==> config.mk <==
export PLATFORM = sky130hd
export DESIGN_NAME = ultrasonic_ranger_with_threshold_flat
export DESIGN_NICKNAME = d
export VERILOG_FILES = /design/src/usrng_pkg.sv /design/src/usrng_in_if.sv /design/src/usrng_out_if.sv /design/src/usrng_ctrl.sv /design/src/usrng_dp.sv /design/src/usrng_disp.sv /design/src/ultrasonic_ranger_with_threshold.sv /design/src/flat_wrapper.sv
export SDC_FILE = /design/constraint.sdc
export NUM_CORES = 1
export LEC_CHECK = 0
export BUFFER_PORTS_ARGS = -buffer_cell sky130_fd_sc_hd__buf_2
export CAP_MARGIN = 10
export CORE_MARGIN = 1
export CORE_UTILIZATION = 69
export CTS_BUF_LIST = sky130_fd_sc_hd__clkbuf_16
export DETAILED_ROUTE_END_ITERATION = 7
export PLACE_DENSITY = 0.95
export SYNTH_ARGS = -nofsm -noshare
export SYNTH_HDL_FRONTEND = slang
export SYNTH_SLANG_ARGS = --single-unit
==> constraint.sdc <==
create_clock -name clk_i -period 10.3 [get_ports clk_i]
set_clock_uncertainty 0.2 [all_clocks]
set_input_delay 1.545 -clock clk_i [delete_from_list [all_inputs] [get_ports clk_i]]
set_output_delay 1.545 -clock clk_i [all_outputs]
set_load 0.005 [all_outputs]
==> src/usrng_pkg.sv <==
// types, constants and helper functions shared by the ultrasonic ranger
`default_nettype none

package usrng_pkg;

  localparam int COUNT_WIDTH = 16;
  localparam int ADC_WIDTH   = 12;

  localparam int TRIG_W    = 8;
  localparam int SCALE_W   = 16;
  localparam int SCALE_FRAC = 16;
  localparam int DIST_W    = 11;
  localparam int THR_W     = 9;
  localparam int SEG_W     = 7;
  localparam int REM_W     = 10;
  localparam int DIGIT_W   = 4;
  localparam int CFG_IDX_W = 1;
  localparam int CFG_W     = 16;

  localparam int PROD_W      = COUNT_WIDTH + SCALE_W;
  localparam int DIV_W       = ADC_WIDTH + 32;
  localparam int DIV10_SHIFT = 35;
  localparam logic [31:0] DIV10_MUL = 32'hCCCC_CCCD;

  localparam int DIST_MAX = 2047;
  localparam int THR_MAX  = 511;

  localparam logic [TRIG_W-1:0]  TRIG_RESET  = TRIG_W'(15);
  localparam logic [SCALE_W-1:0] SCALE_RESET = SCALE_W'(1121);
  localparam logic [THR_W-1:0]   THR_RESET   = THR_W'(30);
  localparam logic [SEG_W-1:0]   SEG_DASH    = 7'h40;

  typedef enum logic [1:0] {
    OP_TICK   = 2'd0,
    OP_BUTTON = 2'd1,
    OP_ADC    = 2'd2,
    OP_NONE   = 2'd3
  } opcode_e;

  typedef enum logic [1:0] {
    PH_IDLE  = 2'd0,
    PH_TRIG  = 2'd1,
    PH_WAIT  = 2'd2,
    PH_COUNT = 2'd3
  } phase_e;

  typedef enum logic [CFG_IDX_W-1:0] {
    CFG_TRIGGER = 1'd0,
    CFG_SCALE   = 1'd1
  } cfg_reg_e;

  typedef struct packed {
    logic                   trig;
    logic                   mode_led;
    logic                   meas;
    logic                   thr_load;
    logic [COUNT_WIDTH-1:0] count;
    logic [ADC_WIDTH-1:0]   adc;
  } ctrl_item_t;

  typedef struct packed {
    logic              trig;
    logic              mode_led;
    logic              alarm;
    logic              done;
    logic [DIST_W-1:0] distance;
    logic [REM_W-1:0]  rem;
  } disp_item_t;

  function automatic logic [SEG_W-1:0] seg_digit(input logic [DIGIT_W-1:0] d);
    logic [SEG_W-1:0] s;
    unique case (d)
      4'd0:    s = 7'h3F;
      4'd1:    s = 7'h06;
      4'd2:    s = 7'h5B;
      4'd3:    s = 7'h4F;
      4'd4:    s = 7'h66;
      4'd5:    s = 7'h6D;
      4'd6:    s = 7'h7D;
      4'd7:    s = 7'h07;
      4'd8:    s = 7'h7F;
      4'd9:    s = 7'h6F;
      default: s = '0;
    endcase
    return s;
  endfunction

endpackage

`default_nettype wire

==> src/usrng_in_if.sv <==
// request channel carrying ticks, button presses and adc samples
`default_nettype none

interface usrng_in_if;
  import usrng_pkg::*;

  logic                 valid;
  logic                 ready;
  logic [1:0]           opcode;
  logic                 echo_level;
  logic [ADC_WIDTH-1:0] adc_sample;

  modport source (output valid, output opcode, output echo_level, output adc_sample,
                  input ready);
  modport sink   (input valid, input opcode, input echo_level, input adc_sample,
                  output ready);
endinterface

`default_nettype wire

==> src/usrng_out_if.sv <==
// result channel carrying trigger, display and alarm state
`default_nettype none

interface usrng_out_if;
  import usrng_pkg::*;

  logic              valid;
  logic              ready;
  logic              trigger_out;
  logic              mode_led;
  logic              alarm;
  logic [DIST_W-1:0] shown_distance;
  logic [SEG_W-1:0]  seg_hundreds;
  logic [SEG_W-1:0]  seg_tens;
  logic [SEG_W-1:0]  seg_units;
  logic [SEG_W-1:0]  seg_fourth;
  logic              measure_done;

  modport source (output valid, output trigger_out, output mode_led, output alarm,
                  output shown_distance, output seg_hundreds, output seg_tens,
                  output seg_units, output seg_fourth, output measure_done,
                  input ready);
  modport sink   (input valid, input trigger_out, input mode_led, input alarm,
                  input shown_distance, input seg_hundreds, input seg_tens,
                  input seg_units, input seg_fourth, input measure_done,
                  output ready);
endinterface

`default_nettype wire

==> src/usrng_ctrl.sv <==
// sonar sequencer: trigger, echo wait and echo count, mode toggle
`default_nettype none

module usrng_ctrl (
  input  logic                           clk_i,
  input  logic                           rst_ni,
  input  logic [usrng_pkg::TRIG_W-1:0]   trig_ticks_i,
  usrng_in_if.sink                       in_i,
  output usrng_pkg::ctrl_item_t          item_o,
  output logic                           item_valid_o,
  input  logic                           item_ready_i
);
  import usrng_pkg::*;

  phase_e                 phase_q, phase_d;
  logic [COUNT_WIDTH-1:0] count_q, count_d;
  logic [COUNT_WIDTH-1:0] trig_cnt;
  logic                   sonar_q, sonar_d;
  logic                   s1_ready;
  logic                   accept;
  opcode_e                op;
  ctrl_item_t             item_d, item_q;
  logic                   valid_q;

  assign s1_ready   = !valid_q || item_ready_i;
  assign in_i.ready = s1_ready;
  assign accept     = in_i.valid && s1_ready;
  assign op         = opcode_e'(in_i.opcode);
  assign trig_cnt   = (phase_q == PH_IDLE) ? COUNT_WIDTH'(1) : count_q + COUNT_WIDTH'(1);

  // next state
  always_comb begin
    phase_d = phase_q;
    count_d = count_q;
    sonar_d = sonar_q;
    if (accept) begin
      unique case (op)
        OP_TICK: begin
          if (sonar_q) begin
            unique case (phase_q)
              PH_IDLE, PH_TRIG: begin
                if (trig_cnt >= COUNT_WIDTH'(trig_ticks_i)) begin
                  phase_d = PH_WAIT;
                  count_d = '0;
                end else begin
                  phase_d = PH_TRIG;
                  count_d = trig_cnt;
                end
              end
              PH_WAIT: begin
                if (in_i.echo_level) begin
                  phase_d = PH_COUNT;
                  count_d = COUNT_WIDTH'(1);
                end
              end
              PH_COUNT: begin
                if (in_i.echo_level) begin
                  if (count_q != '1) begin
                    count_d = count_q + COUNT_WIDTH'(1);
                  end
                end else begin
                  phase_d = PH_IDLE;
                  count_d = '0;
                end
              end
            endcase
          end
        end
        OP_BUTTON: begin
          sonar_d = !sonar_q;
          phase_d = PH_IDLE;
          count_d = '0;
        end
        OP_ADC, OP_NONE: begin
        end
      endcase
    end
  end

  // request record for the datapath
  always_comb begin
    item_d.trig     = sonar_q && (op == OP_TICK) &&
                      ((phase_q == PH_IDLE) || (phase_q == PH_TRIG));
    item_d.meas     = sonar_q && (op == OP_TICK) && (phase_q == PH_COUNT) &&
                      !in_i.echo_level;
    item_d.thr_load = !sonar_q && (op == OP_ADC);
    item_d.mode_led = !sonar_d;
    item_d.count    = count_q;
    item_d.adc      = in_i.adc_sample;
  end

  always_ff @(posedge clk_i or negedge rst_ni) begin
    if (!rst_ni) begin
      phase_q <= PH_IDLE;
      count_q <= '0;
      sonar_q <= 1'b1;
      valid_q <= 1'b0;
    end else begin
      phase_q <= phase_d;
      count_q <= count_d;
      sonar_q <= sonar_d;
      if (s1_ready) begin
        valid_q <= in_i.valid;
      end
    end
  end

  always_ff @(posedge clk_i) begin
    if (accept) begin
      item_q <= item_d;
    end
  end

  assign item_o       = item_q;
  assign item_valid_o = valid_q;

endmodule

`default_nettype wire

==> src/usrng_dp.sv <==
// distance scaling, threshold division, latched distance and alarm
`default_nettype none

module usrng_dp (
  input  logic                          clk_i,
  input  logic                          rst_ni,
  input  logic [usrng_pkg::SCALE_W-1:0] scale_i,
  input  usrng_pkg::ctrl_item_t         item_i,
  input  logic                          item_valid_i,
  output logic                          item_ready_o,
  output usrng_pkg::disp_item_t         disp_o,
  output logic                          disp_valid_o,
  input  logic                          disp_ready_i
);
  import usrng_pkg::*;

  typedef struct packed {
    logic              trig;
    logic              mode_led;
    logic              meas;
    logic              thr_load;
    logic [PROD_W-1:0] prod;
    logic [DIV_W-1:0]  quot;
  } mul_item_t;

  mul_item_t         s2_q;
  logic              s2_v_q;
  logic              s2_ready;
  disp_item_t        s3_d, s3_q;
  logic              s3_v_q;
  logic              s3_ready;
  logic              s3_load;
  logic [PROD_W-1:0] dist_raw;
  logic [DIV_W-1:0]  thr_raw;
  logic [DIST_W-1:0] dist_meas;
  logic [THR_W-1:0]  thr_new;
  logic [DIST_W-1:0] dist_q, dist_d;
  logic [THR_W-1:0]  thr_q, thr_d;
  logic              alarm_q, alarm_d;

  assign s3_ready     = !s3_v_q || disp_ready_i;
  assign s2_ready     = !s2_v_q || s3_ready;
  assign item_ready_o = s2_ready;
  assign s3_load      = s3_ready && s2_v_q;

  // multiply stage
  always_ff @(posedge clk_i) begin
    if (s2_ready && item_valid_i) begin
      s2_q.trig     <= item_i.trig;
      s2_q.mode_led <= item_i.mode_led;
      s2_q.meas     <= item_i.meas;
      s2_q.thr_load <= item_i.thr_load;
      s2_q.prod     <= PROD_W'(item_i.count) * PROD_W'(scale_i);
      s2_q.quot     <= DIV_W'(item_i.adc) * DIV_W'(DIV10_MUL);
    end
  end

  // saturate and latch
  assign dist_raw  = s2_q.prod >> SCALE_FRAC;
  assign thr_raw   = s2_q.quot >> DIV10_SHIFT;
  assign dist_meas = (dist_raw > PROD_W'(DIST_MAX)) ? DIST_W'(DIST_MAX) : DIST_W'(dist_raw);
  assign thr_new   = (thr_raw > DIV_W'(THR_MAX)) ? THR_W'(THR_MAX) : THR_W'(thr_raw);

  always_comb begin
    dist_d  = dist_q;
    thr_d   = thr_q;
    alarm_d = alarm_q;
    priority if (s2_q.meas) begin
      dist_d  = dist_meas;
      alarm_d = dist_meas < DIST_W'(thr_q);
    end else if (s2_q.thr_load) begin
      thr_d   = thr_new;
      dist_d  = DIST_W'(thr_new);
      alarm_d = 1'b0;
    end
  end

  always_comb begin
    s3_d.trig     = s2_q.trig;
    s3_d.mode_led = s2_q.mode_led;
    s3_d.alarm    = alarm_d;
    s3_d.done     = s2_q.meas || s2_q.thr_load;
    s3_d.distance = dist_d;
    priority if (dist_d >= DIST_W'(2000)) begin
      s3_d.rem = REM_W'(dist_d - DIST_W'(2000));
    end else if (dist_d >= DIST_W'(1000)) begin
      s3_d.rem = REM_W'(dist_d - DIST_W'(1000));
    end else begin
      s3_d.rem = REM_W'(dist_d);
    end
  end

  always_ff @(posedge clk_i or negedge rst_ni) begin
    if (!rst_ni) begin
      s2_v_q  <= 1'b0;
      s3_v_q  <= 1'b0;
      dist_q  <= '0;
      thr_q   <= THR_RESET;
      alarm_q <= 1'b0;
    end else begin
      if (s2_ready) begin
        s2_v_q <= item_valid_i;
      end
      if (s3_ready) begin
        s3_v_q <= s2_v_q;
      end
      if (s3_load) begin
        dist_q  <= dist_d;
        thr_q   <= thr_d;
        alarm_q <= alarm_d;
      end
    end
  end

  always_ff @(posedge clk_i) begin
    if (s3_load) begin
      s3_q <= s3_d;
    end
  end

  assign disp_o       = s3_q;
  assign disp_valid_o = s3_v_q;

endmodule

`default_nettype wire

==> src/usrng_disp.sv <==
// decimal digit split, seven-segment decode and result register
`default_nettype none

module usrng_disp (
  input  logic                  clk_i,
  input  logic                  rst_ni,
  input  usrng_pkg::disp_item_t disp_i,
  input  logic                  disp_valid_i,
  output logic                  disp_ready_o,
  usrng_out_if.source           out_o
);
  import usrng_pkg::*;

  typedef struct packed {
    logic               trig;
    logic               mode_led;
    logic               alarm;
    logic               done;
    logic [DIST_W-1:0]  distance;
    logic [DIGIT_W-1:0] hund;
    logic [6:0]         low2;
  } digit_item_t;

  digit_item_t        s4_q;
  logic               s4_v_q;
  logic               s4_ready;
  logic               ov_q;
  logic               o_ready;
  logic [15:0]        h_prod;
  logic [DIGIT_W-1:0] hund;
  logic [REM_W-1:0]   h100;
  logic [14:0]        t_prod;
  logic [DIGIT_W-1:0] tens;
  logic [6:0]         t10;
  logic [DIGIT_W-1:0] units;

  logic              trig_q, mode_q, alarm_q, done_q;
  logic [DIST_W-1:0] dist_q;
  logic [SEG_W-1:0]  seg_h_q, seg_t_q, seg_u_q;

  assign o_ready      = !ov_q || out_o.ready;
  assign s4_ready     = !s4_v_q || o_ready;
  assign disp_ready_o = s4_ready;

  // hundreds by reciprocal, valid below one thousand
  assign h_prod = 16'(disp_i.rem) * 16'd41;
  assign hund   = h_prod[15:12];
  assign h100   = REM_W'(hund) * REM_W'(100);

  // tens and units, valid below one hundred
  assign t_prod = 15'(s4_q.low2) * 15'd205;
  assign tens   = t_prod[14:11];
  assign t10    = 7'(tens) * 7'd10;
  assign units  = DIGIT_W'(s4_q.low2 - t10);

  always_ff @(posedge clk_i) begin
    if (s4_ready && disp_valid_i) begin
      s4_q.trig     <= disp_i.trig;
      s4_q.mode_led <= disp_i.mode_led;
      s4_q.alarm    <= disp_i.alarm;
      s4_q.done     <= disp_i.done;
      s4_q.distance <= disp_i.distance;
      s4_q.hund     <= hund;
      s4_q.low2     <= 7'(disp_i.rem - h100);
    end
    if (o_ready && s4_v_q) begin
      trig_q  <= s4_q.trig;
      mode_q  <= s4_q.mode_led;
      alarm_q <= s4_q.alarm;
      done_q  <= s4_q.done;
      dist_q  <= s4_q.distance;
      seg_h_q <= seg_digit(s4_q.hund);
      seg_t_q <= seg_digit(tens);
      seg_u_q <= seg_digit(units);
    end
  end

  always_ff @(posedge clk_i or negedge rst_ni) begin
    if (!rst_ni) begin
      s4_v_q <= 1'b0;
      ov_q   <= 1'b0;
    end else begin
      if (s4_ready) begin
        s4_v_q <= disp_valid_i;
      end
      if (o_ready) begin
        ov_q <= s4_v_q;
      end
    end
  end

  assign out_o.valid          = ov_q;
  assign out_o.trigger_out    = trig_q;
  assign out_o.mode_led       = mode_q;
  assign out_o.alarm          = alarm_q;
  assign out_o.shown_distance = dist_q;
  assign out_o.seg_hundreds   = seg_h_q;
  assign out_o.seg_tens       = seg_t_q;
  assign out_o.seg_units      = seg_u_q;
  assign out_o.seg_fourth     = mode_q ? SEG_DASH : '0;
  assign out_o.measure_done   = done_q;

endmodule

`default_nettype wire

==> src/ultrasonic_ranger_with_threshold.sv <==
// top level of the ultrasonic ranger with alarm threshold and segment display
//
// requests arrive on in_i: a timer tick (with the sampled echo level), a mode
// button press or an adc sample. every request gives exactly one result on
// out_o with the trigger drive, mode led, alarm, shown distance in cm and
// the four segment patterns.
// configuration: cfg_we_i writes cfg_wdata_i into register cfg_idx_i
// (trigger length in ticks, or cm per tick in unsigned q0.16); the user must
// write only while idle, which the block does not enforce. throughput: one
// request per cycle, sustained while out_o is ready, from the five-stage pipe
// (sequencer, multiply, latch, digit split, result register).
// the sequencer state updates as the request is taken, so back-to-back
// ticks time the echo one tick per cycle.
// reset: sonar mode, sequencer idle, threshold 30 cm, distance and alarm
// cleared, trigger length 15, scale 1121, pipe empty.
// a stalled out_o holds its result; stages behind it keep filling and in_i
// ready drops only once all five stages hold results.
`default_nettype none

module ultrasonic_ranger_with_threshold (
  input  logic                            clk_i,
  input  logic                            rst_ni,
  input  logic                            cfg_we_i,
  input  logic [usrng_pkg::CFG_IDX_W-1:0] cfg_idx_i,
  input  logic [usrng_pkg::CFG_W-1:0]     cfg_wdata_i,
  usrng_in_if.sink                        in_i,
  usrng_out_if.source                     out_o
);
  import usrng_pkg::*;

  logic [TRIG_W-1:0]  trig_ticks_q;
  logic [SCALE_W-1:0] scale_q;
  ctrl_item_t         ctrl_item;
  logic               ctrl_valid;
  logic               ctrl_ready;
  disp_item_t         disp_item;
  logic               disp_valid;
  logic               disp_ready;

  always_ff @(posedge clk_i or negedge rst_ni) begin
    if (!rst_ni) begin
      trig_ticks_q <= TRIG_RESET;
      scale_q      <= SCALE_RESET;
    end else if (cfg_we_i) begin
      unique case (cfg_reg_e'(cfg_idx_i))
        CFG_TRIGGER: trig_ticks_q <= cfg_wdata_i[TRIG_W-1:0];
        CFG_SCALE:   scale_q      <= cfg_wdata_i[SCALE_W-1:0];
      endcase
    end
  end

  usrng_ctrl u_ctrl (
    .clk_i        (clk_i),
    .rst_ni       (rst_ni),
    .trig_ticks_i (trig_ticks_q),
    .in_i         (in_i),
    .item_o       (ctrl_item),
    .item_valid_o (ctrl_valid),
    .item_ready_i (ctrl_ready)
  );

  usrng_dp u_dp (
    .clk_i        (clk_i),
    .rst_ni       (rst_ni),
    .scale_i      (scale_q),
    .item_i       (ctrl_item),
    .item_valid_i (ctrl_valid),
    .item_ready_o (ctrl_ready),
    .disp_o       (disp_item),
    .disp_valid_o (disp_valid),
    .disp_ready_i (disp_ready)
  );

  usrng_disp u_disp (
    .clk_i        (clk_i),
    .rst_ni       (rst_ni),
    .disp_i       (disp_item),
    .disp_valid_i (disp_valid),
    .disp_ready_o (disp_ready),
    .out_o        (out_o)
  );

endmodule

`default_nettype wire

==> src/flat_wrapper.sv <==
// flat-port wrapper written by rule: the top's interface ports become plain ports
module ultrasonic_ranger_with_threshold_flat import usrng_pkg::*;
  (clk_i, rst_ni, cfg_we_i, cfg_idx_i, cfg_wdata_i, in_i_valid, in_i_opcode, in_i_echo_level, in_i_adc_sample, in_i_ready, out_o_valid, out_o_trigger_out, out_o_mode_led, out_o_alarm, out_o_shown_distance, out_o_seg_hundreds, out_o_seg_tens, out_o_seg_units, out_o_seg_fourth, out_o_measure_done, out_o_ready);
  usrng_in_if in_i_i ();
  usrng_out_if out_o_i ();
  input  logic clk_i;
  input  logic rst_ni;
  input  logic cfg_we_i;
  input  logic [usrng_pkg::CFG_IDX_W-1:0] cfg_idx_i;
  input  logic [usrng_pkg::CFG_W-1:0] cfg_wdata_i;
  input wire logic [$bits(in_i_i.valid)-1:0] in_i_valid;
  input wire logic [$bits(in_i_i.opcode)-1:0] in_i_opcode;
  input wire logic [$bits(in_i_i.echo_level)-1:0] in_i_echo_level;
  input wire logic [$bits(in_i_i.adc_sample)-1:0] in_i_adc_sample;
  output wire logic [$bits(in_i_i.ready)-1:0] in_i_ready;
  output wire logic [$bits(out_o_i.valid)-1:0] out_o_valid;
  output wire logic [$bits(out_o_i.trigger_out)-1:0] out_o_trigger_out;
  output wire logic [$bits(out_o_i.mode_led)-1:0] out_o_mode_led;
  output wire logic [$bits(out_o_i.alarm)-1:0] out_o_alarm;
  output wire logic [$bits(out_o_i.shown_distance)-1:0] out_o_shown_distance;
  output wire logic [$bits(out_o_i.seg_hundreds)-1:0] out_o_seg_hundreds;
  output wire logic [$bits(out_o_i.seg_tens)-1:0] out_o_seg_tens;
  output wire logic [$bits(out_o_i.seg_units)-1:0] out_o_seg_units;
  output wire logic [$bits(out_o_i.seg_fourth)-1:0] out_o_seg_fourth;
  output wire logic [$bits(out_o_i.measure_done)-1:0] out_o_measure_done;
  input wire logic [$bits(out_o_i.ready)-1:0] out_o_ready;
  assign in_i_i.valid = in_i_valid;
  assign in_i_i.opcode = in_i_opcode;
  assign in_i_i.echo_level = in_i_echo_level;
  assign in_i_i.adc_sample = in_i_adc_sample;
  assign in_i_ready = in_i_i.ready;
  assign out_o_valid = out_o_i.valid;
  assign out_o_trigger_out = out_o_i.trigger_out;
  assign out_o_mode_led = out_o_i.mode_led;
  assign out_o_alarm = out_o_i.alarm;
  assign out_o_shown_distance = out_o_i.shown_distance;
  assign out_o_seg_hundreds = out_o_i.seg_hundreds;
  assign out_o_seg_tens = out_o_i.seg_tens;
  assign out_o_seg_units = out_o_i.seg_units;
  assign out_o_seg_fourth = out_o_i.seg_fourth;
  assign out_o_measure_done = out_o_i.measure_done;
  assign out_o_i.ready = out_o_ready;
  ultrasonic_ranger_with_threshold u_core (.clk_i(clk_i), .rst_ni(rst_ni), .cfg_we_i(cfg_we_i), .cfg_idx_i(cfg_idx_i), .cfg_wdata_i(cfg_wdata_i), .in_i(in_i_i), .out_o(out_o_i));
endmodule
==> key figures, run 1 <==
Global route
  – Top Usage Layer GRT: met2
  – Met3 Track Usage GR: 0.0481
  – Met2 Track Usage GR: 0.539
  – Gr ovfl total: 0
  – Largest net degree at the start of global routing: 70
  – Global-route wire length before repair: 79500 um
  – Grt met1 use: 0.400
  – Initial antenna violation count: 0
  – Vias in the first global route: 16200
  – Total GRT Usage: 0.317

Timing
  – RSZ-0062 raised after global routing: no
  – Setup_tns: 0 ps
  – Worst Max-Slew Pin Slew: 956 ps
  – Max Fclk: ~140 MHz
  – Setup-failing EPs final: 0
  – Final Hold Viols: 0
  – Worst relative slew slack: 0.362
  – Final Cycle Share: 0.692
  – Tmin final: about 7000 ps
  – Final Max Tran Viols: 0

Synthesis
  – Area leader, netlist: fa_1
  – Mapped Cells: 2101
  – Ys async rst share: 0.325
  – Ys flop type: edfxtp_1
  – Syn Area/Cell: 10.3 um2
  – Post-synth top area share: 0.232
  – Mapped Area: between 20000 and 25000 um2
  – Most numerous cell in the Yosys netlist: inv_1
  – Count of cell types in the netlist: 76
  – Seq cells post-synth: roughly 210
  – Top cells by instance count after synthesis: inv_1 (414), ha_1 (294), fa_1 (251)
  – Seq/Total Area, Yosys: 0.278
  – Number of enable flip-flop cells after synthesis: 143
  – Total number of yosys warnings: 0
  – Largest cells by area after synthesis: fa_1 (23%), edfxtp_1 (20%), ha_1 (17%)

Worst setup path
  – Crit path top cell by count: fa_1
  – Crit-path max FO: 16
  – CP max-delay cell: edfxtp_1
  – Crit Path Class: flop to flop
  – Crit path cell chain: and2_1, fa_1, inv_1, fa_1, fa_1, inv_1, fa_1, fa_1, inv_1, fa_1, inv_1, ha_1, a211o_1, a21oi_1, o21ai_0, o21ai_0, a21oi_1, or3_1, a21oi_1, xnor2_1
  – Worst path max stage delay: 660 ps
  – WP data required: 10390 ps
  – CP Capture Type: flop
  – CP Launch Type: flop
  – Arr. time, crit path: about 7200 ps

Detailed routing
  – Vias per cell: 6.05
  – TritonRoute pass-1 iters: 7
  – DR iter-0 viols: 1196
  – DR WL/cell: 19.0 um
  – Routed via count: 15500
  – Final Routed Wirelength: 48600 um
  – ANT nets after route: 0
  – DRC: 23

Die
  – Core area: 30700 um2
  – Die span in x: 179 um
  – Total die area: ~32000 um2
  – Rows: 64
  – # IOs: 82
  – Initial Utilization: 0.705
  – Die Y: 179 um

CTS
  – Clk buf depth: 3
  – Htree depth: 1
  – TritonCTS clock tree: done
  – CTS sink count: around 210
  – Clock Latency Late Sink: 540 ps
  – # resized after CTS: 0
  – CTS buffer count: 24
  – Post CTS Setup Buffer Count: 0
  – Clock root cell: clkbuf_16
  – Clock-pin slew on the worst setup and hold paths: 70 ps
  – Cts hold-fix bufs: 0

Final layout
  – Final nets: 2731
  – Synth-to-Final Area Change: 6.47%
  – Share of layout cells above drive strength 1: 0.0826
  – # diodes: 0
  – Final instance area: around 23000 um2

Run
  – Max-cap viol count: 0

Outcome
  – Failing checks: DRC
  – Status: finished, violations left

Placement
  – GP Congestion: 0.924
  – Cell Area, Placed: 22300 um2
  – PortBufs: 75
  – Hpwl dp: 37100 um

Worst hold path
  – Type of the most critical hold path: flop to flop
==> per-stage QoR <==
step	setup slack (ps)	utilization	hold WS [ps]	std cells
after floorplan	4000	-	200	2106
after CTS	3270	0.751	218	2563
after global placement	3630	0.727	201	2519
after detailed placement	3330	0.727	205	2519
after global routing	2940	0.751	224	2563
final	3180	0.751	217	2563
==> cell type report <==
type / instances / area (um2)
clock buffer: 26 / 651
clock inverter: 18 / 92.6
fill: 1854 / 7660
inverter: 415 / 1560
multi-input combinational: 1416 / 13800
sequential: 212 / 6040
tap: 396 / 495
timing repair buffer: 80 / 413
==> final timing paths <==
path / start / endpoint / slack [ps] / depth (start not counted)
worst max register to register: u_core.u_ctrl.item_o[19] / u_core.u_dp.dist_raw[12] / 3180 / 20
max in group asynchronous: rst_ni / u_core.u_dp.dist_q[10] / 8210 / 2
min in group asynchronous: rst_ni / u_core.trig_ticks_q[5] / 990 / 2
worst min register to register: u_core.u_dp.disp_o[18] / u_core.u_disp.s4_q[19] / 220 / 0
worst max-delay path: u_core.u_ctrl.item_o[19] / u_core.u_dp.dist_raw[12] / 3180 / 20
worst min-delay path: u_core.u_dp.disp_o[18] / u_core.u_disp.s4_q[19] / 220 / 0
==> sequential cells by signal, summed over array words and instances, names as in the netlist, 2 cells and up <==
name	cells
u_core.u_ctrl.item_o	32
u_core.u_disp.s4_q	24
u_core.u_dp.disp_o	22
u_core.scale_q	16
u_core.u_ctrl.count_q	16
u_core.u_dp.dist_raw	16
u_core.u_dp.s2_q	13
u_core.u_disp.out_o.shown_distance	11
u_core.u_dp.dist_q	11
u_core.u_dp.thr_q	9
u_core.trig_ticks_q	8
u_core.u_disp.out_o.seg_hundreds	7
u_core.u_disp.out_o.seg_tens	7
u_core.u_disp.out_o.seg_units	7
u_core.u_ctrl.phase_q	2
==> worst max-delay path: cells and delay by family, from the launching register on <==
family,cells,cell delay (ps)
flip-flops,1,660
AND/OR/NAND/NOR,2,660
AO/OA/AOI/OAI,6,1660
XOR/XNOR,1,100
adder cells (fa/ha/maj),7,3370
buffers and inverters,4,210
==> cells in the final DEF, fill, tap and decap left out, types with 28 or more instances in the layout <==
cell type,instances
a21oi_1,37
and2_1,124
buf_2,75
dfrtp_1,56
edfxtp_1,143
fa_1,251
ha_1,294
inv_1,420
mux2_2,28
nand2_1,228
nor2_1,63
o21ai_0,61
xnor2_1,30
==> layer usage <==
metal,up-vias,wire length [um]
li1,6907,-
met3,186,3440
met1,7620,18600
met5,-,0
met4,0,2080
met2,794,24600
==> logic make-up after synthesis <==
group / count (synthesis) / synth area share
simple gates: 547 / 0.124
mux: 43 / 0.0215
fa+ha+maj: 545 / 0.401
compound gates: 227 / 0.0690
flops: 212 / 0.278
buf+inv: 478 / 0.0845
other cells: 1 / 0.000173
xor+xnor: 48 / 0.0213
Power of run 1 is not shown: default switching activity piles up to over one toggle a cycle in this logic, so the estimate is an artifact.
==> run 2, diff against run 1 <==
--- a/config.mk
+++ b/config.mk
@@ -8,10 +8,10 @@
 export BUFFER_PORTS_ARGS = -buffer_cell sky130_fd_sc_hd__buf_2
 export CAP_MARGIN = 10
 export CORE_MARGIN = 1
-export CORE_UTILIZATION = 69
+export CORE_UTILIZATION = 58
 export CTS_BUF_LIST = sky130_fd_sc_hd__clkbuf_16
 export DETAILED_ROUTE_END_ITERATION = 7
-export PLACE_DENSITY = 0.95
+export PLACE_DENSITY = 0.88
 export SYNTH_ARGS = -nofsm -noshare
 export SYNTH_HDL_FRONTEND = slang
 export SYNTH_SLANG_ARGS = --single-unit
==> constraint.sdc (replaced) <==
create_clock -name clk_i -period 5.8 [get_ports clk_i]
set_clock_uncertainty 0.2 [all_clocks]
set_input_delay 0.87 -clock clk_i [delete_from_list [all_inputs] [get_ports clk_i]]
set_output_delay 0.87 -clock clk_i [all_outputs]
set_load 0.005 [all_outputs]
==> run 2 against run 1 <==
The run ends with setup timing left. Final cell count up 8.2%. Hold slack better by 1.4 ps. Die area up 19%. Final area up 6.9%. Sequential share of layout area down 1.7 points. First-iteration DRC count up 32%. Wire length up 15%. Register-to-register slack worse by 4000 ps. Sequential cell count unchanged. Worst setup slack worse by 4000 ps. Largest cell class unchanged.
==> key figures, run 2 (same netlist as run 1, synthesis figures left out) <==
Outcome
  – Status: finished, violations left
  – Failing checks: setup timing

Worst setup path
  – Crit Path Class: flop to flop
  – Worst path max stage delay: 720 ps (+60 ps)
  – Crit. Startpoint: u_core.u_ctrl.item_o[15]
  – Arr. time, crit path: 6870 ps (-340 ps)
  – WP buf/inv: 5 (+1)
  – Crit path top cell by count: fa_1
  – CP Capture Type: flop
  – Critical path's top delay family: adder cells
  – CP max-delay cell: fa_1
  – WP data required: 6000 ps (-4390 ps)
  – Crit path cell chain: buf_4, and2_4, fa_1, inv_1, fa_1, inv_1, fa_1, fa_1, fa_1, inv_1, fa_1, inv_2, ha_4, a21oi_2, o21bai_1, a221o_1, o21a_1, o21a_1, or4_1, o2111ai_2
  – Worst reg2reg startpoint: u_core.u_ctrl.item_o[15]
  – CP Launch Type: flop
  – Crit-path max FO: 3 (-13)

Die
  – Die Y: 195 um (+9.0%)
  – Rows: 70 (+9.4%)
  – Core area: 36700 um2 (+19%)
  – Initial Utilization: 0.591 (-0.114)
  – Die span in x: 195 um (+9.0%)
  – Total die area: 38200 um2 (+19%)
  – # IOs: 82 (unchanged)

Placement
  – PortBufs: 75 (unchanged)
  – Hpwl dp: 37500 um (+0.94%)
  – Placed Cells: 2687 (+6.7%)
  – GP Congestion: 0.907 (-1.9%)

Final layout
  – Synth-to-Final Area Change: 13.8%
  – Final core utilization: 0.672 (-0.0785)
  – Share of layout cells above drive strength 1: 0.176 (+0.0932)
  – Filler cells: 2350 (+27%)
  – FF+latch area: 6040 um2 (+0.10%)
  – Fin cells: 2773 (+8.2%)
  – Max reg flops: 32 (unchanged)
  – Most frequent cells in the layout: inv_1 (412), ha_1 (286), fa_1 (236)
  – Area of the multi-input gates: 14200 um2 (+2.4%)
  – Commonest non-fill, non-tap cell in the layout: inv_1
  – Final nets: 2867 (+5.0%)

Detailed routing
  – DRC: 0 (-100%)
  – Final Routed Wirelength: 56000 um (+15%)
  – TritonRoute pass-1 iters: 6 (-1)
  – DR WL/cell: 20.2 um (+6.5%)
  – Routed via count: 16500 (+6.3%)
  – ANT nets after route: 0 (unchanged)
  – Vias per cell: 5.95 (-1.7%)
  – DR iter-0 viols: 1576 (+32%)

Timing
  – Setup-failing EPs final: 15 (+15)
  – RSZ-0062 raised after global routing: yes
  – Final Hold Viols: 0 (unchanged)
  – Worst relative slew slack: 0.349 (-0.0131)
  – Tmin final: 6670 ps (-455 ps)
  – Final worst slack: -869 ps (-4050 ps)
  – Max Fclk: 150 MHz (+6.8%)
  – Final Cycle Share: 1.15 (+0.458)
  – Worst Max-Slew Pin Slew: 974 ps (+17.6 ps)
  – Final Max Tran Viols: 0 (unchanged)

CTS
  – CTS sink count: 212 (unchanged)
  – Clock Latency Late Sink: 560 ps (+20 ps)
  – Clock root cell: clkbuf_16
  – TritonCTS clock tree: done
  – Cts hold-fix bufs: 0 (unchanged)
  – Htree depth: 1 (unchanged)
  – Clk buf depth: 3 (unchanged)
  – CTS buffer count: 25 (+4.2%)
  – Clock-pin slew on the worst setup and hold paths: 60 ps (about the same)

Worst hold path
  – Hold Startpoint: u_core.u_ctrl.item_o[30]
  – Type of the most critical hold path: flop to flop

Global route
  – Initial antenna violation count: 2 (+2)
  – Total GRT Usage: 0.274 (-0.0429)
  – Gr ovfl total: 0 (unchanged)
  – Largest net degree at the start of global routing: 70 (unchanged)
  – Vias in the first global route: 17200 (+5.8%)
  – Global-route wire length before repair: 83000 um (+4.3%)

Run
  – Max-cap viol count: 0 (unchanged)
-- run 2: final cells by class --
type / count / area share
antenna: 1 / 0.000101
clock buffer: 28 / 0.0284
clock inverter: 18 / 0.00380
inverter: 415 / 0.0631
multi-input combinational: 1416 / 0.574
sequential: 212 / 0.245
tap: 468 / 0.0237
timing repair buffer: 215 / 0.0617
-- run 2: worst register-to-register path: cells and delay by family (launching register included) --
kind,cells,cell delay (ps)
AOI/OAI and AO/OA,6,1160
adders and majority gates,7,3510
buffers and inverters,5,510
DFF,1,430
and+or+nand+nor,2,690
-- run 2: repair_timing --
| item | in CTS | in global routing |
|---|---|---|
| buffers inserted | 18 | 23 |
| setup endpoints to repair | 15 | 23 |
| gates resized for setup | 61 | 46 |
| hold endpoints to repair | 0 | 0 |
| cloned | 0 | 0 |
| pin swaps | 60 | 23 |
-- run 2: per-layer routing --
metal,vias to the layer above,GRT usage,wire length (um)
met5,-,0,12
met4,2,0.144,3710
met3,340,0.0534,5460
met2,954,0.460,26600
met1,8011,0.335,20200
li1,7182,-,-
-- run 2: worst paths after layout --
kind / to / slack, ps / depth (start not counted)
worst max-delay path: u_core.u_dp.dist_raw[6] / -870 / 20
worst min-delay path: u_core.u_dp.s2_q[78] / 220 / 0
worst max register to register: u_core.u_dp.dist_raw[6] / -870 / 20
worst min register to register: u_core.u_dp.s2_q[78] / 220 / 0
max in group asynchronous: u_core.scale_q[7] / 4400 / 2
min in group asynchronous: u_core.scale_q[4] / 320 / 2
-- run 2: metrics by stage --
step	hold slack [ps]	TNS (ps)	instance area, um2	worst slack, ps
2_1_floorplan	200	-347	21900	-189
3_3_place_gp	201	-2450	23300	-330
3_5_place_dp	205	-4870	23300	-505
4_1_cts	219	-2110	24400	-331
5_1_grt	223	-10730	24700	-968
6_report	218	-9000	24700	-869
Power of run 2 is left out for the same reason.
